==> src/sv/x86alu_pkg.sv <==
`timescale 1ns / 1ps
// Shared types and constants for the 16-bit x86 ALU with flags.
package x86alu_pkg;

    // Operation codes of the request.
    localparam logic [4:0] OP_ADD  = 5'd0;
    localparam logic [4:0] OP_OR   = 5'd1;
    localparam logic [4:0] OP_ADC  = 5'd2;
    localparam logic [4:0] OP_SBB  = 5'd3;
    localparam logic [4:0] OP_AND  = 5'd4;
    localparam logic [4:0] OP_SUB  = 5'd5;
    localparam logic [4:0] OP_XOR  = 5'd6;
    localparam logic [4:0] OP_CMP  = 5'd7;
    localparam logic [4:0] OP_TEST = 5'd8;
    localparam logic [4:0] OP_ROL  = 5'd9;
    localparam logic [4:0] OP_ROR  = 5'd10;
    localparam logic [4:0] OP_RCL  = 5'd11;
    localparam logic [4:0] OP_RCR  = 5'd12;
    localparam logic [4:0] OP_SHL  = 5'd13;
    localparam logic [4:0] OP_SHR  = 5'd14;
    localparam logic [4:0] OP_SAL  = 5'd15;
    localparam logic [4:0] OP_SAR  = 5'd16;
    localparam logic [4:0] OP_INC  = 5'd17;
    localparam logic [4:0] OP_DEC  = 5'd18;
    localparam logic [4:0] OP_NEG  = 5'd19;
    localparam logic [4:0] OP_NOT  = 5'd20;
    localparam logic [4:0] OP_MUL  = 5'd21;
    localparam logic [4:0] OP_IMUL = 5'd22;
    localparam logic [4:0] OP_DIV  = 5'd23;
    localparam logic [4:0] OP_IDIV = 5'd24;

    // ALU sub-operations (low three bits of the ALU operation codes).
    localparam logic [2:0] ALU_ADD = 3'd0;
    localparam logic [2:0] ALU_OR  = 3'd1;
    localparam logic [2:0] ALU_ADC = 3'd2;
    localparam logic [2:0] ALU_SBB = 3'd3;
    localparam logic [2:0] ALU_AND = 3'd4;
    localparam logic [2:0] ALU_SUB = 3'd5;
    localparam logic [2:0] ALU_XOR = 3'd6;
    localparam logic [2:0] ALU_CMP = 3'd7;

    // Shift and rotate sub-operations.
    localparam logic [2:0] SH_ROL = 3'd0;
    localparam logic [2:0] SH_ROR = 3'd1;
    localparam logic [2:0] SH_RCL = 3'd2;
    localparam logic [2:0] SH_RCR = 3'd3;
    localparam logic [2:0] SH_SHL = 3'd4;
    localparam logic [2:0] SH_SHR = 3'd5;
    localparam logic [2:0] SH_SAL = 3'd6;
    localparam logic [2:0] SH_SAR = 3'd7;

    // Flag bit positions.
    localparam int FLAG_CF = 0;
    localparam int FLAG_PF = 2;
    localparam int FLAG_AF = 4;
    localparam int FLAG_ZF = 6;
    localparam int FLAG_SF = 7;
    localparam int FLAG_OF = 11;

    // One quotient bit is produced per divider stage.
    localparam int DIV_STEPS = 32;

    typedef enum logic [2:0] {
        CLS_ALU,
        CLS_SHIFT,
        CLS_INCDEC,
        CLS_NEG,
        CLS_NOT,
        CLS_MUL,
        CLS_DIV,
        CLS_BAD
    } t_cls;

    typedef struct packed {
        logic [4:0]  operation;
        logic        word_size;
        logic [15:0] operand_a;
        logic [15:0] operand_b;
        logic [15:0] dividend_high;
        logic [7:0]  shift_count;
        logic [15:0] flags_in;
    } t_in_item;

    typedef struct packed {
        logic [15:0] result;
        logic [15:0] result_high;
        logic [15:0] flags_out;
        logic        divide_fault;
        logic        write_back;
    } t_out_item;

    // Classified request as it waits between front and back.
    typedef struct packed {
        t_cls        cls;
        logic [2:0]  kind;
        logic        word;
        logic [15:0] a;
        logic [15:0] b;
        logic [15:0] ax;
        logic [15:0] dx;
        logic [4:0]  cnt;
        logic [15:0] flags;
        logic        wb;
        logic        msgn;
        logic        dzero;
        logic        qneg;
        logic        rneg;
        logic [31:0] dnum;
        logic [15:0] dden;
    } t_cmd;

    // Results of the execute stage that ride alongside the divider.
    typedef struct packed {
        t_cls        cls;
        logic        word;
        logic        msgn;
        logic        qneg;
        logic        rneg;
        logic        fault;
        logic        wb;
        logic [15:0] res;
        logic [15:0] hi;
        logic [15:0] flags;
        logic [31:0] prod;
    } t_side;

    // Divider working state: partial remainder, dividend/quotient, divisor.
    typedef struct packed {
        logic [15:0] rem;
        logic [31:0] num;
        logic [15:0] den;
    } t_div;

endpackage

==> src/sv/x86alu_front.sv <==
`timescale 1ns / 1ps
// Front end: decodes a request into an operation class and prepares operands.
module x86alu_front import x86alu_pkg::*; (
    input  t_in_item i_req,
    output t_cmd     o_cmd
);

    logic [4:0]  opc;
    logic        w;
    logic [15:0] am;
    logic [15:0] bm;
    logic        sdiv;
    logic        nneg;
    logic        dneg;
    logic [31:0] n32;
    logic [31:0] neg32;
    logic [15:0] negax;
    logic [15:0] negb;
    logic [7:0]  negb8;

    always_comb begin
        opc   = i_req.operation;
        w     = i_req.word_size;
        am    = w ? i_req.operand_a : {8'h00, i_req.operand_a[7:0]};
        bm    = w ? i_req.operand_b : {8'h00, i_req.operand_b[7:0]};
        sdiv  = (opc == OP_IDIV);
        n32   = w ? {i_req.dividend_high, i_req.operand_a} : {16'h0000, i_req.operand_a};
        neg32 = 32'd0 - n32;
        negax = 16'd0 - i_req.operand_a;
        negb  = 16'd0 - bm;
        negb8 = 8'd0 - bm[7:0];
        nneg  = sdiv & (w ? i_req.dividend_high[15] : i_req.operand_a[15]);
        dneg  = sdiv & (w ? bm[15] : bm[7]);

        o_cmd       = '0;
        o_cmd.word  = w;
        o_cmd.a     = am;
        o_cmd.b     = bm;
        o_cmd.ax    = i_req.operand_a;
        o_cmd.dx    = i_req.dividend_high;
        o_cmd.cnt   = i_req.shift_count[4:0];
        o_cmd.flags = i_req.flags_in;
        o_cmd.wb    = 1'b1;
        o_cmd.msgn  = (opc == OP_IMUL);
        o_cmd.dzero = (bm == 16'h0000);
        o_cmd.qneg  = nneg ^ dneg;
        o_cmd.rneg  = nneg;
        o_cmd.dnum  = nneg ? (w ? neg32 : {16'h0000, negax}) : n32;
        o_cmd.dden  = dneg ? (w ? negb : {8'h00, negb8}) : bm;
        o_cmd.kind  = opc[2:0];
        o_cmd.cls   = CLS_BAD;

        if (opc inside {[OP_ADD:OP_CMP]}) begin
            o_cmd.cls = CLS_ALU;
            o_cmd.wb  = (opc != OP_CMP);
        end else if (opc == OP_TEST) begin
            o_cmd.cls  = CLS_ALU;
            o_cmd.kind = ALU_AND;
            o_cmd.wb   = 1'b0;
        end else if (opc inside {[OP_ROL:OP_SAR]}) begin
            o_cmd.cls  = CLS_SHIFT;
            o_cmd.kind = 3'(opc - OP_ROL);
        end else if (opc == OP_INC || opc == OP_DEC) begin
            o_cmd.cls  = CLS_INCDEC;
            o_cmd.kind = (opc == OP_INC) ? ALU_ADD : ALU_SUB;
            o_cmd.b    = 16'h0001;
        end else if (opc == OP_NEG) begin
            // Negation is a subtraction from zero.
            o_cmd.cls  = CLS_NEG;
            o_cmd.kind = ALU_SUB;
            o_cmd.a    = 16'h0000;
            o_cmd.b    = am;
        end else if (opc == OP_NOT) begin
            o_cmd.cls = CLS_NOT;
        end else if (opc == OP_MUL || opc == OP_IMUL) begin
            o_cmd.cls = CLS_MUL;
        end else if (opc == OP_DIV || opc == OP_IDIV) begin
            o_cmd.cls = CLS_DIV;
        end else begin
            o_cmd.wb = 1'b0;
        end
    end

endmodule

==> config.mk <==
export PLATFORM = sky130hd
export DESIGN_NAME = x86alu_front
export DESIGN_NICKNAME = d
export VERILOG_FILES = /design/src/sv/x86alu_pkg.sv /design/src/sv/x86alu_front.sv
export SDC_FILE = /design/constraint.sdc
export NUM_CORES = 1
export LEC_CHECK = 0
export BUFFER_PORTS_ARGS = -buffer_cell sky130_fd_sc_hd__buf_4
export CELL_PAD_IN_SITES_DETAIL_PLACEMENT = 1
export CELL_PAD_IN_SITES_GLOBAL_PLACEMENT = 2
export CORE_MARGIN = 1
export CORE_UTILIZATION = 16
export DETAILED_ROUTE_END_ITERATION = 7
export GPL_ROUTABILITY_DRIVEN = 0
export GPL_TIMING_DRIVEN = 0
export PLACE_DENSITY_LB_ADDON = 0.1
export SLEW_MARGIN = 20
export SYNTH_ARGS = -nofsm -noshare
export SYNTH_HDL_FRONTEND = slang
export SYNTH_SLANG_ARGS = --single-unit
==> constraint.sdc <==
create_clock -name vclk -period 2.2
set_clock_uncertainty 0.15 [all_clocks]
set_input_delay 0.22 -clock vclk [all_inputs]
set_output_delay 0.22 -clock vclk [all_outputs]
set_load 0.01 [all_outputs]
==> impl_metrics.env <==
export IMPL_synth_distinct_cells=58
export IMPL_rows=45
export IMPL_syn_to_final_growth_pct=102
export IMPL_worstHoldStart="i_req[8]"
export IMPL_crit_path_start_kind="input port"
export IMPL_grt_pass1_wl_um=20900
export IMPL_min_period_over_period_pct=113
export IMPL_n_clock_buffer=0
export IMPL_start_util_pct=16.4
export IMPL_io_buffers=194
export IMPL_synth_area_leader_cell="buf_4"
export IMPL_wl_met3_um=876
export IMPL_placed_area_mm2=0.00420
export IMPL_yosysSeqAreaShare_pct=0
export IMPL_power_density_mw_per_mm2=184
export IMPL_crit_fanout=8
export IMPL_slew_headroom_pct=51.4
export IMPL_drive_gt1_share_pct=62.3
export IMPL_power_mw=0.922
export IMPL_post_drt_wl_per_cell_um=17.6
export IMPL_drv_cap=0
export IMPL_hold_path_class="in2out"
export IMPL_outcome="finished with violations"
export IMPL_rsz0062_at_grt="true"
export IMPL_via_per_inst=4.56
export IMPL_holdPathEnd="o_cmd[61]"
export IMPL_m1WireLength_um=5780
export IMPL_synth_nets=462
export IMPL_drt_iter0_markers=120
export IMPL_dieWidth_um=127
export IMPL_grt_usage_pct=16.4
export IMPL_timing_hold_ws_ns=0.467
export IMPL_drt_first_pass_iters=4
export IMPL_fin_cells=792
export IMPL_worst_pin_slew_ns=0.729
export IMPL_finish_utilization_pct=33.0
export IMPL_nFlopsAndLatches=0
export IMPL_die_y_um=127
export IMPL_path_class="in2out"
export IMPL_vias=3609
export IMPL_dieArea_mm2=0.0160
export IMPL_ys_warn_count=0
export IMPL_p_leak_nw=2.34
export IMPL_ios=223
export IMPL_arrival_ns=2.11
export IMPL_slew_violations=0
export IMPL_violations="negative setup slack"
export IMPL_netlist_top_cells_area="buf_4 (18%), nor2_1 (7.6%), xnor2_1 (6.7%)"
export IMPL_dpl_hpwl_um=11100
export IMPL_wl_met2_um=7220
export IMPL_synth_most_common_cell="buf_4"
export IMPL_totalWireLength_um=13900
export IMPL_synthTopCellsByCount="buf_4 (58), nor2_1 (50), o21ai_0 (23)"
export IMPL_syn_instance_count=377
export IMPL_fin_crit_ns=2.48
export IMPL_post_route_cell_area_mm2=0.00500
export IMPL_ff_latch_area_um2=0
export IMPL_critical_path_endpoint_type="output port"
export IMPL_holdBufCountCts=0
export IMPL_topRoutingLayerUsed="met4"
export IMPL_setup_viol=35
export IMPL_core_area_mm2=0.0151
export IMPL_max_vdd_ir_drop_mv=0.0679
export IMPL_grt_max_degree=11
export IMPL_max_freq_mhz=403
export IMPL_ant_nets=0
export IMPL_post_place_cells=759
export IMPL_synth_avg_cell_area_um2=6.58
export IMPL_synth_top_area_share_pct=17.5
export IMPL_hold_viol=0
export IMPL_grt_pass1_vias=3787
export IMPL_setup_tns_ns=-5.16
export IMPL_nets=691
export IMPL_drc=0
export IMPL_worstPathRequired_ns=1.83
export IMPL_overflow=0
export IMPL_holdPathStages=2
export IMPL_startpoint="i_req[74]"
export IMPL_worst_slack_ns=-0.281
export IMPL_syn_area_mm2=0.00248
export IMPL_diodes=0
export IMPL_antenna_found_initial=0
export IMPL_preCtsSetupSlack_ns=-0.713
-- area by class of cell --
cell class,instances,area (um^2)
fillers,1836,10100
multi-input cells,290,2310
repair buffers,227,1800
plain buffers,77,604
well taps,188,235
inverters,10,51.3
-- power by group --
part | internal, mW | leakage (nW) | switching, mW | total (mW)
Sequential | 0 | 0 | 0 | 0
Combinational | 0.471 | 2.34 | 0.451 | 0.922
Clock | 0 | 0 | 0 | 0
Total | 0.471 | 2.34 | 0.451 | 0.922
-- worst max-delay path, cell delays in order --
cell	delay, ns
buf_8	0.10
buf_4	0.14
ha_1	0.24
nand4b_1	0.23
a222oi_1	0.39
buf_4	0.21
nand2_8	0.08
buf_6	0.17
a22o_1	0.21
buf_6	0.12
-- how the worst max path moves through the flow --
stage                 endpoint  slack (ns)  depth (start not counted)
floorplan           o_cmd[108]       -0.06                          7
global placement     o_cmd[30]       -0.71                         11
detailed placement   o_cmd[30]       -0.71                         11
CTS                 o_cmd[121]       -0.25                         11
global route        o_cmd[121]       -0.33                         11
finish              o_cmd[109]       -0.28                         10
-- timing repair --
action                     4_1_cts  5_1_grt
pin swaps                       38       21
cloned                           1        0
gates resized for setup         98       47
setup endpoints to repair       79       78
setup buffers                   21       11
-- metal layers --
metal / global-route usage [%] / vias to the layer above
met3: 2.28 / 4
met4: 0.780 / 0
met5: 0 / -
li1: - / 1753
met1: 19.6 / 1716
met2: 32.0 / 136
-- cells in the final DEF (no fill, tap or decap), drive strengths merged, types with 3 or more instances in the layout --
cell type    n
xnor2       19
clkbuf      11
nand2       23
o21ai       23
a22oi       10
a22o         6
nor2b        3
nand4        3
xor2        17
o41ai        8
nor3        11
and2         8
or4          6
inv          9
nand3        8
o31ai        4
or3          4
nor2        50
nor3b        3
nor4         4
and3        14
a21oi       16
nor4b        3
a31oi        8
nand2b       5
buf        293
ha           7
-- logic make-up after synthesis --
| kind of cell | count (synthesis) | share of synthesized area (%) |
|---|---|---|
| compound gates | 92 | 26.3 |
| mux | 4 | 1.71 |
| buf+inv | 87 | 23.8 |
| simple gates | 151 | 32.0 |
| fa+ha+maj | 7 | 3.53 |
| xor+xnor | 36 | 12.7 |
Power figures use the tool's default switching activity.
