### config.mk
export PLATFORM = sky130hd
export DESIGN_NAME = x86alu_queue
export DESIGN_NICKNAME = d
export VERILOG_FILES = /design/src/sv/x86alu_pkg.sv /design/src/sv/x86alu_queue.sv
export SDC_FILE = /design/constraint.sdc
export NUM_CORES = 1
export LEC_CHECK = 0
export BUFFER_PORTS_ARGS = -buffer_cell sky130_fd_sc_hd__buf_2
export CAP_MARGIN = 10
export CORE_MARGIN = 3
export CORE_UTILIZATION = 25
export CTS_BUF_LIST = sky130_fd_sc_hd__clkbuf_2
export DETAILED_ROUTE_END_ITERATION = 6
export GPL_TIMING_DRIVEN = 0
export PLACE_DENSITY = 0.41
export SYNTH_ARGS = -nofsm -noshare
export SYNTH_HDL_FRONTEND = slang
export SYNTH_SLANG_ARGS = --single-unit
### constraint.sdc
create_clock -name i_clk -period 11 [get_ports i_clk]
set_input_delay 0.55 -clock i_clk [delete_from_list [all_inputs] [get_ports i_clk]]
set_output_delay 0.55 -clock i_clk [all_outputs]
set_load 0.005 [all_outputs]
### src/sv/x86alu_pkg.sv
`timescale 1ns / 1ps
// Shared types and constants for the 16-bit x86 ALU with flags.
package x86alu_pkg;

    // Operation codes of the request.
    localparam logic [4:0] OP_ADD  = 5'd0;
    localparam logic [4:0] OP_OR   = 5'd1;
    localparam logic [4:0] OP_ADC  = 5'd2;
    localparam logic [4:0] OP_SBB  = 5'd3;
    localparam logic [4:0] OP_AND  = 5'd4;
    localparam logic [4:0] OP_SUB  = 5'd5;
    localparam logic [4:0] OP_XOR  = 5'd6;
    localparam logic [4:0] OP_CMP  = 5'd7;
    localparam logic [4:0] OP_TEST = 5'd8;
    localparam logic [4:0] OP_ROL  = 5'd9;
    localparam logic [4:0] OP_ROR  = 5'd10;
    localparam logic [4:0] OP_RCL  = 5'd11;
    localparam logic [4:0] OP_RCR  = 5'd12;
    localparam logic [4:0] OP_SHL  = 5'd13;
    localparam logic [4:0] OP_SHR  = 5'd14;
    localparam logic [4:0] OP_SAL  = 5'd15;
    localparam logic [4:0] OP_SAR  = 5'd16;
    localparam logic [4:0] OP_INC  = 5'd17;
    localparam logic [4:0] OP_DEC  = 5'd18;
    localparam logic [4:0] OP_NEG  = 5'd19;
    localparam logic [4:0] OP_NOT  = 5'd20;
    localparam logic [4:0] OP_MUL  = 5'd21;
    localparam logic [4:0] OP_IMUL = 5'd22;
    localparam logic [4:0] OP_DIV  = 5'd23;
    localparam logic [4:0] OP_IDIV = 5'd24;

    // ALU sub-operations (low three bits of the ALU operation codes).
    localparam logic [2:0] ALU_ADD = 3'd0;
    localparam logic [2:0] ALU_OR  = 3'd1;
    localparam logic [2:0] ALU_ADC = 3'd2;
    localparam logic [2:0] ALU_SBB = 3'd3;
    localparam logic [2:0] ALU_AND = 3'd4;
    localparam logic [2:0] ALU_SUB = 3'd5;
    localparam logic [2:0] ALU_XOR = 3'd6;
    localparam logic [2:0] ALU_CMP = 3'd7;

    // Shift and rotate sub-operations.
    localparam logic [2:0] SH_ROL = 3'd0;
    localparam logic [2:0] SH_ROR = 3'd1;
    localparam logic [2:0] SH_RCL = 3'd2;
    localparam logic [2:0] SH_RCR = 3'd3;
    localparam logic [2:0] SH_SHL = 3'd4;
    localparam logic [2:0] SH_SHR = 3'd5;
    localparam logic [2:0] SH_SAL = 3'd6;
    localparam logic [2:0] SH_SAR = 3'd7;

    // Flag bit positions.
    localparam int FLAG_CF = 0;
    localparam int FLAG_PF = 2;
    localparam int FLAG_AF = 4;
    localparam int FLAG_ZF = 6;
    localparam int FLAG_SF = 7;
    localparam int FLAG_OF = 11;

    // One quotient bit is produced per divider stage.
    localparam int DIV_STEPS = 32;

    typedef enum logic [2:0] {
        CLS_ALU,
        CLS_SHIFT,
        CLS_INCDEC,
        CLS_NEG,
        CLS_NOT,
        CLS_MUL,
        CLS_DIV,
        CLS_BAD
    } t_cls;

    typedef struct packed {
        logic [4:0]  operation;
        logic        word_size;
        logic [15:0] operand_a;
        logic [15:0] operand_b;
        logic [15:0] dividend_high;
        logic [7:0]  shift_count;
        logic [15:0] flags_in;
    } t_in_item;

    typedef struct packed {
        logic [15:0] result;
        logic [15:0] result_high;
        logic [15:0] flags_out;
        logic        divide_fault;
        logic        write_back;
    } t_out_item;

    // Classified request as it waits between front and back.
    typedef struct packed {
        t_cls        cls;
        logic [2:0]  kind;
        logic        word;
        logic [15:0] a;
        logic [15:0] b;
        logic [15:0] ax;
        logic [15:0] dx;
        logic [4:0]  cnt;
        logic [15:0] flags;
        logic        wb;
        logic        msgn;
        logic        dzero;
        logic        qneg;
        logic        rneg;
        logic [31:0] dnum;
        logic [15:0] dden;
    } t_cmd;

    // Results of the execute stage that ride alongside the divider.
    typedef struct packed {
        t_cls        cls;
        logic        word;
        logic        msgn;
        logic        qneg;
        logic        rneg;
        logic        fault;
        logic        wb;
        logic [15:0] res;
        logic [15:0] hi;
        logic [15:0] flags;
        logic [31:0] prod;
    } t_side;

    // Divider working state: partial remainder, dividend/quotient, divisor.
    typedef struct packed {
        logic [15:0] rem;
        logic [31:0] num;
        logic [15:0] den;
    } t_div;

endpackage

### src/sv/x86alu_queue.sv
`timescale 1ns / 1ps
// Small flip-flop queue that decouples the front end from the execute back end.
module x86alu_queue import x86alu_pkg::*; #(
    parameter int DEPTH = 4
) (
    input  logic i_clk,
    input  logic i_rst_n,
    input  logic i_wr,
    input  t_cmd i_wdata,
    output logic o_full,
    input  logic i_rd,
    output t_cmd o_rdata,
    output logic o_empty
);

    localparam int PTR_W = (DEPTH > 1) ? $clog2(DEPTH) : 1;
    localparam int CNT_W = $clog2(DEPTH + 1);

    t_cmd             r_mem [DEPTH];
    logic [PTR_W-1:0] r_wr_ptr;
    logic [PTR_W-1:0] r_rd_ptr;
    logic [CNT_W-1:0] r_count;
    logic             wr_en;
    logic             rd_en;

    assign o_full  = (r_count == CNT_W'(DEPTH));
    assign o_empty = (r_count == '0);
    assign wr_en   = i_wr && !o_full;
    assign rd_en   = i_rd && !o_empty;
    assign o_rdata = r_mem[r_rd_ptr];

    always_ff @(posedge i_clk) begin
        if (!i_rst_n) begin
            r_wr_ptr <= '0;
            r_rd_ptr <= '0;
            r_count  <= '0;
        end else begin
            if (wr_en) begin
                r_wr_ptr <= (r_wr_ptr == PTR_W'(DEPTH - 1)) ? '0 : r_wr_ptr + 1'b1;
            end
            if (rd_en) begin
                r_rd_ptr <= (r_rd_ptr == PTR_W'(DEPTH - 1)) ? '0 : r_rd_ptr + 1'b1;
            end
            if (wr_en && !rd_en) begin
                r_count <= r_count + 1'b1;
            end else if (rd_en && !wr_en) begin
                r_count <= r_count - 1'b1;
            end
        end
    end

    always_ff @(posedge i_clk) begin
        if (wr_en) begin
            r_mem[r_wr_ptr] <= i_wdata;
        end
    end

    a_count_bound: assert property (@(posedge i_clk) disable iff (!i_rst_n)
        r_count <= CNT_W'(DEPTH))
        else $error("queue count exceeds its depth");

endmodule

==> results of run 1 <==
==> layer usage <==
layer	track usage, %	vias to the layer above	routed length, um
met3	4.992	94	4178
met4	4.858	6	1162
met2	18.92	370	24940
met5	0	-	34
met1	14.04	5864	21660
li1	-	5131	-
==> how the worst min path moves through the flow <==
stage | from | end | cells after the start
6_report | i_rd | flip-flop | 4
5_1_grt | i_rd | flip-flop | 4
4_1_cts | i_rd | flip-flop | 4
3_5_place_dp | r_wr_ptr[1]$_SDFFE_PN0P_ | r_wr_ptr[1]$_SDFFE_PN0P_ | 2
3_3_place_gp | r_wr_ptr[1]$_SDFFE_PN0P_ | r_wr_ptr[1]$_SDFFE_PN0P_ | 2
2_1_floorplan | r_wr_ptr[1]$_SDFFE_PN0P_ | r_wr_ptr[1]$_SDFFE_PN0P_ | 2
==> tightest hold or removal path: stages <==
cell,delay [ns]
sky130_fd_sc_hd__dlygate4sd3_1,0.54
sky130_fd_sc_hd__buf_2,0.13
sky130_fd_sc_hd__o31ai_1,0.14
sky130_fd_sc_hd__o21ai_0,0.14
==> registers in the layout, summed over array words and instances, names as in the netlist, named ones only <==
register,cells
r_mem,580
r_count,3
r_rd_ptr,2
r_wr_ptr,2
==> cell families (layout without fill, tap and decap cells) <==
group           after synthesis  after routing
other cells                   0              4
flops                       589            589
mux                         148            148
simple gates                 20             20
buf+inv                      37            900
fa+ha+maj                     7              7
xor+xnor                      2              2
compound gates                5              5
==> power groups by stage <==
stage | Clock (mW) | Sequential, mW | Combinational, mW
2_1_floorplan | 0 | 2.85 | 0.735
3_3_place_gp | 0 | 2.90 | 1.32
3_5_place_dp | 0 | 2.83 | 1.36
4_1_cts | 1.66 | 2.78 | 1.45
5_1_grt | 1.77 | 2.80 | 1.53
6_report | 1.55 | 2.77 | 1.38
==> what timing repair did <==
| item | in CTS | in global routing |
|---|---|---|
| hold buffers | 295 | 0 |
| endpoints found under the hold margin | 597 | 0 |
| buffers inserted | 0 | 0 |
==> metrics by stage <==
step	worst slack [ns]	area, um2	utilization, %
after floorplan	6.220	21360	-
after global placement	2.272	24260	28.85
after detailed placement	8.031	24580	29.23
after CTS	6.764	28960	34.44
after global routing	6.775	28960	34.44
final	7.226	28970	34.45
==> placed cells by master (no fill, tap or decap), types with 2 or more instances in the layout <==
| cell | count |
|---|---|
| sky130_fd_sc_hd__dfxtp_1 | 9 |
| sky130_fd_sc_hd__clkinvlp_4 | 4 |
| sky130_fd_sc_hd__diode_2 | 4 |
| sky130_fd_sc_hd__nor2_1 | 2 |
| sky130_fd_sc_hd__buf_2 | 311 |
| sky130_fd_sc_hd__clkbuf_1 | 8 |
| sky130_fd_sc_hd__buf_12 | 2 |
| sky130_fd_sc_hd__dlygate4sd3_1 | 295 |
| sky130_fd_sc_hd__ha_1 | 6 |
| sky130_fd_sc_hd__clkinv_1 | 15 |
| sky130_fd_sc_hd__buf_4 | 3 |
| sky130_fd_sc_hd__inv_6 | 3 |
| sky130_fd_sc_hd__inv_1 | 3 |
| sky130_fd_sc_hd__nand3_1 | 2 |
| sky130_fd_sc_hd__clkinv_4 | 2 |
| sky130_fd_sc_hd__mux4_2 | 145 |
| sky130_fd_sc_hd__buf_16 | 10 |
| sky130_fd_sc_hd__nand2_1 | 6 |
| sky130_fd_sc_hd__edfxtp_1 | 580 |
| sky130_fd_sc_hd__clkbuf_2 | 231 |
| sky130_fd_sc_hd__o21ai_0 | 3 |
| sky130_fd_sc_hd__bufinv_16 | 4 |
| sky130_fd_sc_hd__and2_4 | 4 |
| sky130_fd_sc_hd__mux2i_1 | 3 |
| sky130_fd_sc_hd__buf_6 | 7 |
| sky130_fd_sc_hd__nor2b_1 | 2 |
==> cell type report <==
| type | instances | area share (%) |
|---|---|---|
| sequential | 589 | 60.75 |
| tap | 1134 | 4.898 |
| multi-input combinational | 182 | 12.26 |
| buffer | 34 | 0.7300 |
| clock buffer | 231 | 3.991 |
| inverter | 3 | 0.03888 |
| clock inverter | 30 | 0.9200 |
| timing repair buffer | 602 | 16.38 |
| antenna | 4 | 0.03456 |
==> impl_metrics.toml, run 1 <==
[drt]
wire_per_inst_um = 18.50
drt-vias-per-instance = 4.082
detailroute.via_count = 11465
dr.pass1.iters = 4
final_antenna_net_count = 0
detail_route.iter0.violations = 495
totalWireLength_um = 51970
drt_drc_violations_left = 0

[yosys]
yosysWarnings = 0
synth_top_cells_by_count = "580 x sky130_fd_sc_hd__edfxtp_1, 145 x sky130_fd_sc_hd__mux4_2, 16 x sky130_fd_sc_hd__buf_2, 9 x sky130_fd_sc_hd__dfxtp_1, 8 x sky130_fd_sc_hd__clkbuf_1"
synth_fp_nets = 964
synth.area.mux_share_pct = 15.43
ys_seq_elements = 589
synth_fa_ha_area_share_pct = 0.4452
post_synth_and_or_nand_nor_area_fraction_pct = 0.4803
synth.cell_area_um2 = 21360
synth_top_cells_by_area = "sky130_fd_sc_hd__edfxtp_1 82%, sky130_fd_sc_hd__mux4_2 15%, sky130_fd_sc_hd__dfxtp_1 0.84%"
netlist_instances = 808
synth.largest_area_cell = "sky130_fd_sc_hd__edfxtp_1"
ys.flop_type = "sky130_fd_sc_hd__edfxtp_1"
syn-mean-instance-area_um2 = 26.44
synth-seq-area-share_pct = 82.38
synth_area_in_xor_xnor_pct = 0.08201
synth_compound_gate_area_share_pct = 0.1406
synth_most_common_cell = "sky130_fd_sc_hd__edfxtp_1"
synth_top_family_by_area = "multiplexers"
synth_edf_count = 580
synth_cell_types = 24
asyncSetResetFlopFracSynth_pct = 0
area_share_of_the_largest_cell_type_after_synthesis_pct = 81.54

[setup_path]
critPathTopFamily = "buffers and inverters"
crit_end = "o_rdata[119]"
cp_num_cells = 5
cp_cell_sequence = "buf_2 > buf_2 > buf_2 > mux4_2 > buf_2"
critical_path.reg2reg.endpoint = "r_mem[2][113]$_DFFE_PP_"
timing_worst_setup_path_type = "reg -> out"
r2r_slack_ns = 8.14
critical-path-slowest-cell = "sky130_fd_sc_hd__buf_2"
crit_path_start_kind = "flip-flop"
cp_data_arrival_time_ns = 3.22
critPathMaxStageDelay_ns = 0.40
critPathBufInv = 4
largest_fanout_on_the_critical_path = 10
critical-path-top-cell-by-count = "sky130_fd_sc_hd__buf_2"
rr_worst_depth = 6
reg2reg_from = "r_count[0]$_SDFFE_PN0P_"
crit_path_end_kind = "primary output"
worstPathRequired_ns = 10.45

[clock_network]
htree_num_levels = 4
cts_buffers = 159
clk_root_buffer_cell = "sky130_fd_sc_hd__clkbuf_2"
cts_tree = "yes"
clk_pin_slew_worst_paths_ns = 0.07
clk_sinks = 589
maximum_count_of_clock_buffers_along_a_single_path = 3
cts_resized = 0
insertion_delay_ns = 1.30

[sta]
max_freq_mhz = 265.0
worst_max_slew_margin_expressed_relative_to_the_limit_pct = 43.44
fin_setup_tns_ns = 0
final.min_clock_period_ns = 3.774
fin_worst_skew_ns = 0.07930
maxSlewViolCount = 0
worst_hold_slack_ns = 0.3362
rsz0062_at_grt = "false"
transition_time_at_the_pin_with_the_least_slew_margin_ns = 0.8483
finalCritPeriodShare_pct = 34.31
hold_viol_final = 0
setup-violations-final = 0

[finish]
final_cell_count_no_fill = 2809
total_area_of_multi_input_combinational_cells_um2 = 3551
sequential_cell_area_um2 = 17600
syn_to_final_growth_pct = 35.61
nNetsFinal = 1727
final_layout_size_suffix_gt1_share_pct = 43.57
nFillCells = 8247

[floorplan]
die_area_um2 = 88990
die_width_um = 298.3
floorplan.die.height_um = 298.3
initial_core_util_pct = 25.40
floorplan.rows = 106
pin_count = 296
fp.coreArea_um2 = 84090

[power]
total_switching_power_mw = 1.630
total_leakage_power_nw = 10.05
fin_total_pwr_mw = 5.710
sequentialPowerShare_pct = 48.6
power_report.internal_total_mw = 4.080
pwr-share-clk_pct = 27.2
combinational_cell_fraction_of_total_power_pct = 24.2
power.switching_fraction_pct = 28.55
power_density_nw_per_um2 = 197.1
vdd.ir_drop.worst_mv = 0.09291

[job]
max_cap_violations = 0

[worst_hold_path]
timing.hold.worst.class = "in -> reg"

[global_route]
grt_overflow = 0
globalRouteTotalUtil_pct = 11.82
grt_first_pass_wirelength_um = 78410
initial_antenna_violation_count = 7
grt_start_max_net_pins = 46
grt_pass1_vias = 13028

[placement]
place.detailed.instances = 2249
port-buffer-count = 295
dp_hpwl_um = 31490
place.gp.congestion = 0.6462

[outcome]
run_status = "finished clean"
Note: power is estimated with default switching activity, not from simulation.
==> run 2: changes to the inputs <==
--- a/config.mk
+++ b/config.mk
@@ -12,7 +12,7 @@
 export CTS_BUF_LIST = sky130_fd_sc_hd__clkbuf_2
 export DETAILED_ROUTE_END_ITERATION = 6
 export GPL_TIMING_DRIVEN = 0
-export PLACE_DENSITY = 0.41
+export PLACE_DENSITY = 0.43
 export SYNTH_ARGS = -nofsm -noshare
 export SYNTH_HDL_FRONTEND = slang
 export SYNTH_SLANG_ARGS = --single-unit
==> constraint.sdc (replaced) <==
create_clock -name i_clk -period 3.15 [get_ports i_clk]
set_input_delay 0.1575 -clock i_clk [delete_from_list [all_inputs] [get_ports i_clk]]
set_output_delay 0.1575 -clock i_clk [all_outputs]
set_load 0.005 [all_outputs]
==> impl_metrics.toml, run 2 (synthesis gave the netlist of run 1 again) <==
[drt]
wire_per_inst_um = 18.00
drt_drc_violations_left = 0
detailroute.via_count = 12017
dr.pass1.iters = 4
final_antenna_net_count = 0
totalWireLength_um = 53620
drt-vias-per-instance = 4.034
detail_route.iter0.violations = 474

[finish]
max_flop_register = "r_mem"
final_area_um2 = 31160
reg.largest.list = "r_mem: 580 flops, r_count: 3 flops"
syn_to_final_growth_pct = 45.89
nNetsFinal = 1878
nFillCells = 8017
sequential_cell_area_um2 = 17600
final_layout_size_suffix_gt1_share_pct = 41.88
total_area_of_multi_input_combinational_cells_um2 = 3551
layout.cells.most_common = "sky130_fd_sc_hd__edfxtp_1"
largest_register_ff_count = 580
layout.cells.most_common_list = "580 x sky130_fd_sc_hd__edfxtp_1, 428 x sky130_fd_sc_hd__dlygate4sd3_1, 267 x sky130_fd_sc_hd__buf_2, 239 x sky130_fd_sc_hd__clkbuf_2, 145 x sky130_fd_sc_hd__mux4_2"

[floorplan]
die_area_um2 = 88990
initial_core_util_pct = 25.40
die_width_um = 298.3
floorplan.die.height_um = 298.3
fp.coreArea_um2 = 84090
floorplan.rows = 106
pin_count = 296

[setup_path]
largest_fanout_on_the_critical_path = 7
cp_data_arrival_time_ns = 2.80
critical-path-slowest-cell = "sky130_fd_sc_hd__mux4_2"
worstPathRequired_ns = 2.99
rr_worst_depth = 6
critPathMaxStageDelay_ns = 0.49
cp_cell_sequence = "buf_12 > buf_16 > clkbuf_16 > mux4_2 > buf_2"
timing_worst_setup_path_type = "reg -> out"
crit_path_end_kind = "primary output"
crit_path_start_kind = "flip-flop"
cp_num_cells = 5
critPathBufInv = 4
critPathTopFamily = "buffers and inverters"

[sta]
finalCritPeriodShare_pct = 93.85
fin_setup_tns_ns = 0
hold_viol_final = 0
worst_hold_slack_ns = 0.2946
setup_ws_ns = 0.1936
setup-violations-final = 0
final.min_clock_period_ns = 2.956
transition_time_at_the_pin_with_the_least_slew_margin_ns = 0.8049
max_freq_mhz = 338.3
maxSlewViolCount = 0
rsz0062_at_grt = "true"
worst_max_slew_margin_expressed_relative_to_the_limit_pct = 46.34
fin_worst_skew_ns = 0.1093

[worst_hold_path]
timing.hold.worst.class = "in -> reg"
whs_path_depth = 3

[outcome]
run_status = "finished clean"

[placement]
dp_hpwl_um = 30970
place.gp.congestion = 0.6645
place_area_um2 = 24600
placement.setup.worst_slack_ns = 0.4868
port-buffer-count = 295

[clock_network]
maximum_count_of_clock_buffers_along_a_single_path = 3
clk_root_buffer_cell = "sky130_fd_sc_hd__clkbuf_2"
insertion_delay_ns = 1.31
cts_buffers = 159
htree_num_levels = 4
clk_sinks = 589
cts_tree = "yes"
clk_pin_slew_worst_paths_ns = 0.08

[power]
power_report.internal_total_mw = 15.04
total_leakage_power_nw = 10.96
sequentialPowerShare_pct = 46.1
power.switching_fraction_pct = 28.44
pwr-share-clk_pct = 25.4
vdd.ir_drop.worst_mv = 0.3302
fin_total_pwr_mw = 21.02
combinational_cell_fraction_of_total_power_pct = 28.4
total_switching_power_mw = 5.977
power_density_nw_per_um2 = 674.5

[global_route]
grt_overflow = 0
grt_first_pass_wirelength_um = 81500
globalRouteTotalUtil_pct = 12.23
grt_pass1_vias = 13679
grt_start_max_net_pins = 50
initial_antenna_violation_count = 3

[job]
max_cap_violations = 0
run 2: area by class of cell:
cell class	instances	area share, %
diodes	9	0.07227
clock buffers	237	3.806
inverters	3	0.03613
repair buffers	754	21.48
multi-input cells	182	11.39
well taps	1134	4.553
clock inverters	38	0.7749
plain buffers	33	1.401
flip-flops and latches	589	56.48
run 2: worst paths after layout:
| kind | start | end | slack (ns) |
|---|---|---|---|
| hold reg to reg | r_wr_ptr[1]$_SDFFE_PN0P_ | r_wr_ptr[1]$_SDFFE_PN0P_ | 0.49 |
| setup / recovery | flip-flop | o_rdata[123] | 0.19 |
| setup reg to reg | r_count[0]$_SDFFE_PN0P_ | r_mem[2][94]$_DFFE_PP_ | 0.59 |
| hold / removal | i_wdata[102] | r_mem[2][102]$_DFFE_PP_ | 0.29 |
run 2: repair_timing:
| action | 4_1_cts | 5_1_grt |
|---|---|---|
| gates resized for setup | 86 | 31 |
| buffers inserted | 9 | 0 |
| hold buffers | 428 | 0 |
| pin swaps | 0 | 0 |
| gates cloned | 9 | 5 |
| endpoints found under the hold margin | 871 | 0 |
| setup endpoints to repair | 145 | 129 |
run 2: routing by layer:
layer	vias up	GRT usage, %	part of all wire, %
met4	0	5.537	3.1
met2	319	19.91	49
met5	-	0	0
met1	6108	14.65	42
li1	5472	-	-
met3	118	4.197	5.8
run 2: power groups by stage:
stage	logic, mW	registers [mW]	clock network (mW)
after floorplan	2.57	9.87	0
after global placement	4.61	9.97	0
after detailed placement	4.78	9.88	0
after CTS	6.06	9.71	5.75
after global routing	6.50	9.77	6.12
final	5.98	9.70	5.35
run 2: tightest hold or removal path, stage by stage:
cell and delay, ns:
sky130_fd_sc_hd__dlygate4sd3_1 0.54, sky130_fd_sc_hd__buf_2 0.10, sky130_fd_sc_hd__dlygate4sd3_1 0.60
run 2: through the flow:
stage	util, %	cells
floorplan	-	808
global placement	28.85	2237
detailed placement	29.25	2249
CTS	36.85	2970
global route	37.06	2978
finish	37.06	2979
==> run 3: changes to the inputs <==
--- a/config.mk
+++ b/config.mk
@@ -13,6 +13,7 @@
 export DETAILED_ROUTE_END_ITERATION = 6
 export GPL_TIMING_DRIVEN = 0
 export PLACE_DENSITY = 0.43
+export SETUP_SLACK_MARGIN = 0.2
 export SYNTH_ARGS = -nofsm -noshare
 export SYNTH_HDL_FRONTEND = slang
 export SYNTH_SLANG_ARGS = --single-unit
==> impl_metrics.toml, run 3 (synthesis gave the netlist of run 1 again) <==
[outcome]
run_status = "finished clean"

[setup_path]
largest_fanout_on_the_critical_path = 7
cp_data_arrival_time_ns = 2.80
crit_path_end_kind = "primary output"
worstPathRequired_ns = 2.99
timing_worst_setup_path_type = "reg -> out"
crit_path_start_kind = "flip-flop"
rr_worst_depth = 6

[clock_network]
cts_buffers = 159
cts_tree = "yes"
clk_root_buffer_cell = "sky130_fd_sc_hd__clkbuf_2"
maximum_count_of_clock_buffers_along_a_single_path = 3
clk_sinks = 589
clk_pin_slew_worst_paths_ns = 0.08
htree_num_levels = 4
insertion_delay_ns = 1.32

[floorplan]
fp.coreArea_um2 = 84090
floorplan.die.height_um = 298.3
die_width_um = 298.3
initial_core_util_pct = 25.40
die_area_um2 = 88990
pin_count = 296
floorplan.rows = 106

[placement]
place.gp.congestion = 0.6645
placement.setup.worst_slack_ns = 0.4868
port-buffer-count = 295
dp_hpwl_um = 30970

[finish]
nFillCells = 7971
largest_register_ff_count = 580
reg.largest.list = "r_mem: 580 flops, r_count: 3 flops"
total_area_of_multi_input_combinational_cells_um2 = 3551
layout.cells.most_common_list = "580 x sky130_fd_sc_hd__edfxtp_1, 428 x sky130_fd_sc_hd__dlygate4sd3_1, 246 x sky130_fd_sc_hd__buf_2, 238 x sky130_fd_sc_hd__clkbuf_2, 145 x sky130_fd_sc_hd__mux4_2"
sequential_cell_area_um2 = 17600
max_flop_register = "r_mem"
final_layout_size_suffix_gt1_share_pct = 42.23
layout.cells.most_common = "sky130_fd_sc_hd__edfxtp_1"
utilization_pct = 37.54
nNetsFinal = 1889
syn_to_final_growth_pct = 47.78

[global_route]
initial_antenna_violation_count = 3
grt_overflow = 0
grt_first_pass_wirelength_um = 81840
globalRouteTotalUtil_pct = 12.29
grt_pass1_vias = 13704
grt_start_max_net_pins = 50

[sta]
maxSlewViolCount = 0
setup_ws_ns = 0.1959
hold_viol_final = 0
fin_worst_skew_ns = 0.1078
setup-violations-final = 0
max_freq_mhz = 338.5
rsz0062_at_grt = "true"
finalCritPeriodShare_pct = 93.78
worst_max_slew_margin_expressed_relative_to_the_limit_pct = 45.97
worst_hold_slack_ns = 0.2908
fin_setup_tns_ns = 0
final.min_clock_period_ns = 2.954
transition_time_at_the_pin_with_the_least_slew_margin_ns = 0.8105

[worst_hold_path]
whs_path_depth = 3
timing.hold.worst.class = "in -> reg"

[drt]
drt_drc_violations_left = 0
dr.pass1.iters = 4
drt-vias-per-instance = 4.037
final_antenna_net_count = 0
wire_per_inst_um = 18.08
detail_route.iter0.violations = 491
totalWireLength_um = 54040
detailroute.via_count = 12068

[power]
power_density_nw_per_um2 = 682.0
fin_total_pwr_mw = 21.53
vdd.ir_drop.worst_mv = 0.3327
total_leakage_power_nw = 11.12

[job]
max_cap_violations = 0
run 3: report_power, final:
part | internal, mW | leakage [nW] | total, mW | switching (mW)
Sequential | 9.52 | 5.39 | 9.70 | 0.180
Clock | 2.18 | 1.11 | 5.35 | 3.17
Combinational | 3.75 | 4.62 | 6.48 | 2.73
Total | 15.4 | 11.1 | 21.5 | 6.08
run 3: worst paths after layout:
kind / startpoint / endpoint / slack (ns)
setup reg to reg: r_count[0]$_SDFFE_PN0P_ / r_mem[2][94]$_DFFE_PP_ / 0.59
hold / removal: i_wdata[102] / r_mem[2][102]$_DFFE_PP_ / 0.29
hold reg to reg: r_wr_ptr[1]$_SDFFE_PN0P_ / r_wr_ptr[1]$_SDFFE_PN0P_ / 0.49
setup / recovery: flip-flop / o_rdata[123] / 0.20
run 3: layout make-up:
cell class / count / area share [%]
Antenna cell: 8 / 0.06342
Clock buffer: 237 / 3.758
Inverter: 3 / 0.03567
Tap cell: 1134 / 4.495
Timing Repair Buffer: 764 / 22.34
Buffer: 34 / 1.538
Sequential cell: 589 / 55.76
Multi-Input combinational cell: 182 / 11.25
Clock inverter: 38 / 0.7650
run 3: critical path, cell delays in order (launching register included):
cell,delay [ns]
sky130_fd_sc_hd__dfxtp_4,0.38
sky130_fd_sc_hd__buf_12,0.16
sky130_fd_sc_hd__buf_16,0.17
sky130_fd_sc_hd__clkbuf_16,0.17
sky130_fd_sc_hd__mux4_2,0.49
sky130_fd_sc_hd__buf_2,0.15
run 3: what timing repair did:
| action | in CTS | in global routing |
|---|---|---|
| cloned | 11 | 6 |
| hold buffers | 428 | 0 |
| gates resized for setup | 106 | 49 |
| endpoints found under the hold margin | 871 | 0 |
| setup endpoints to repair | 145 | 145 |
| setup buffers | 11 | 1 |
run 3: routing by layer:
layer | track usage (%) | wire length, um
met5 | 0 | 0
met4 | 5.455 | 1614
met3 | 4.183 | 3125
met2 | 20.00 | 26780
met1 | 14.80 | 22520
run 3: metrics by stage:
step | std cells | instance area (um2)
after floorplan | 808 | 21370
after global placement | 2237 | 24260
after detailed placement | 2249 | 24600
after CTS | 2974 | 31130
after global routing | 2988 | 31560
final | 2989 | 31570
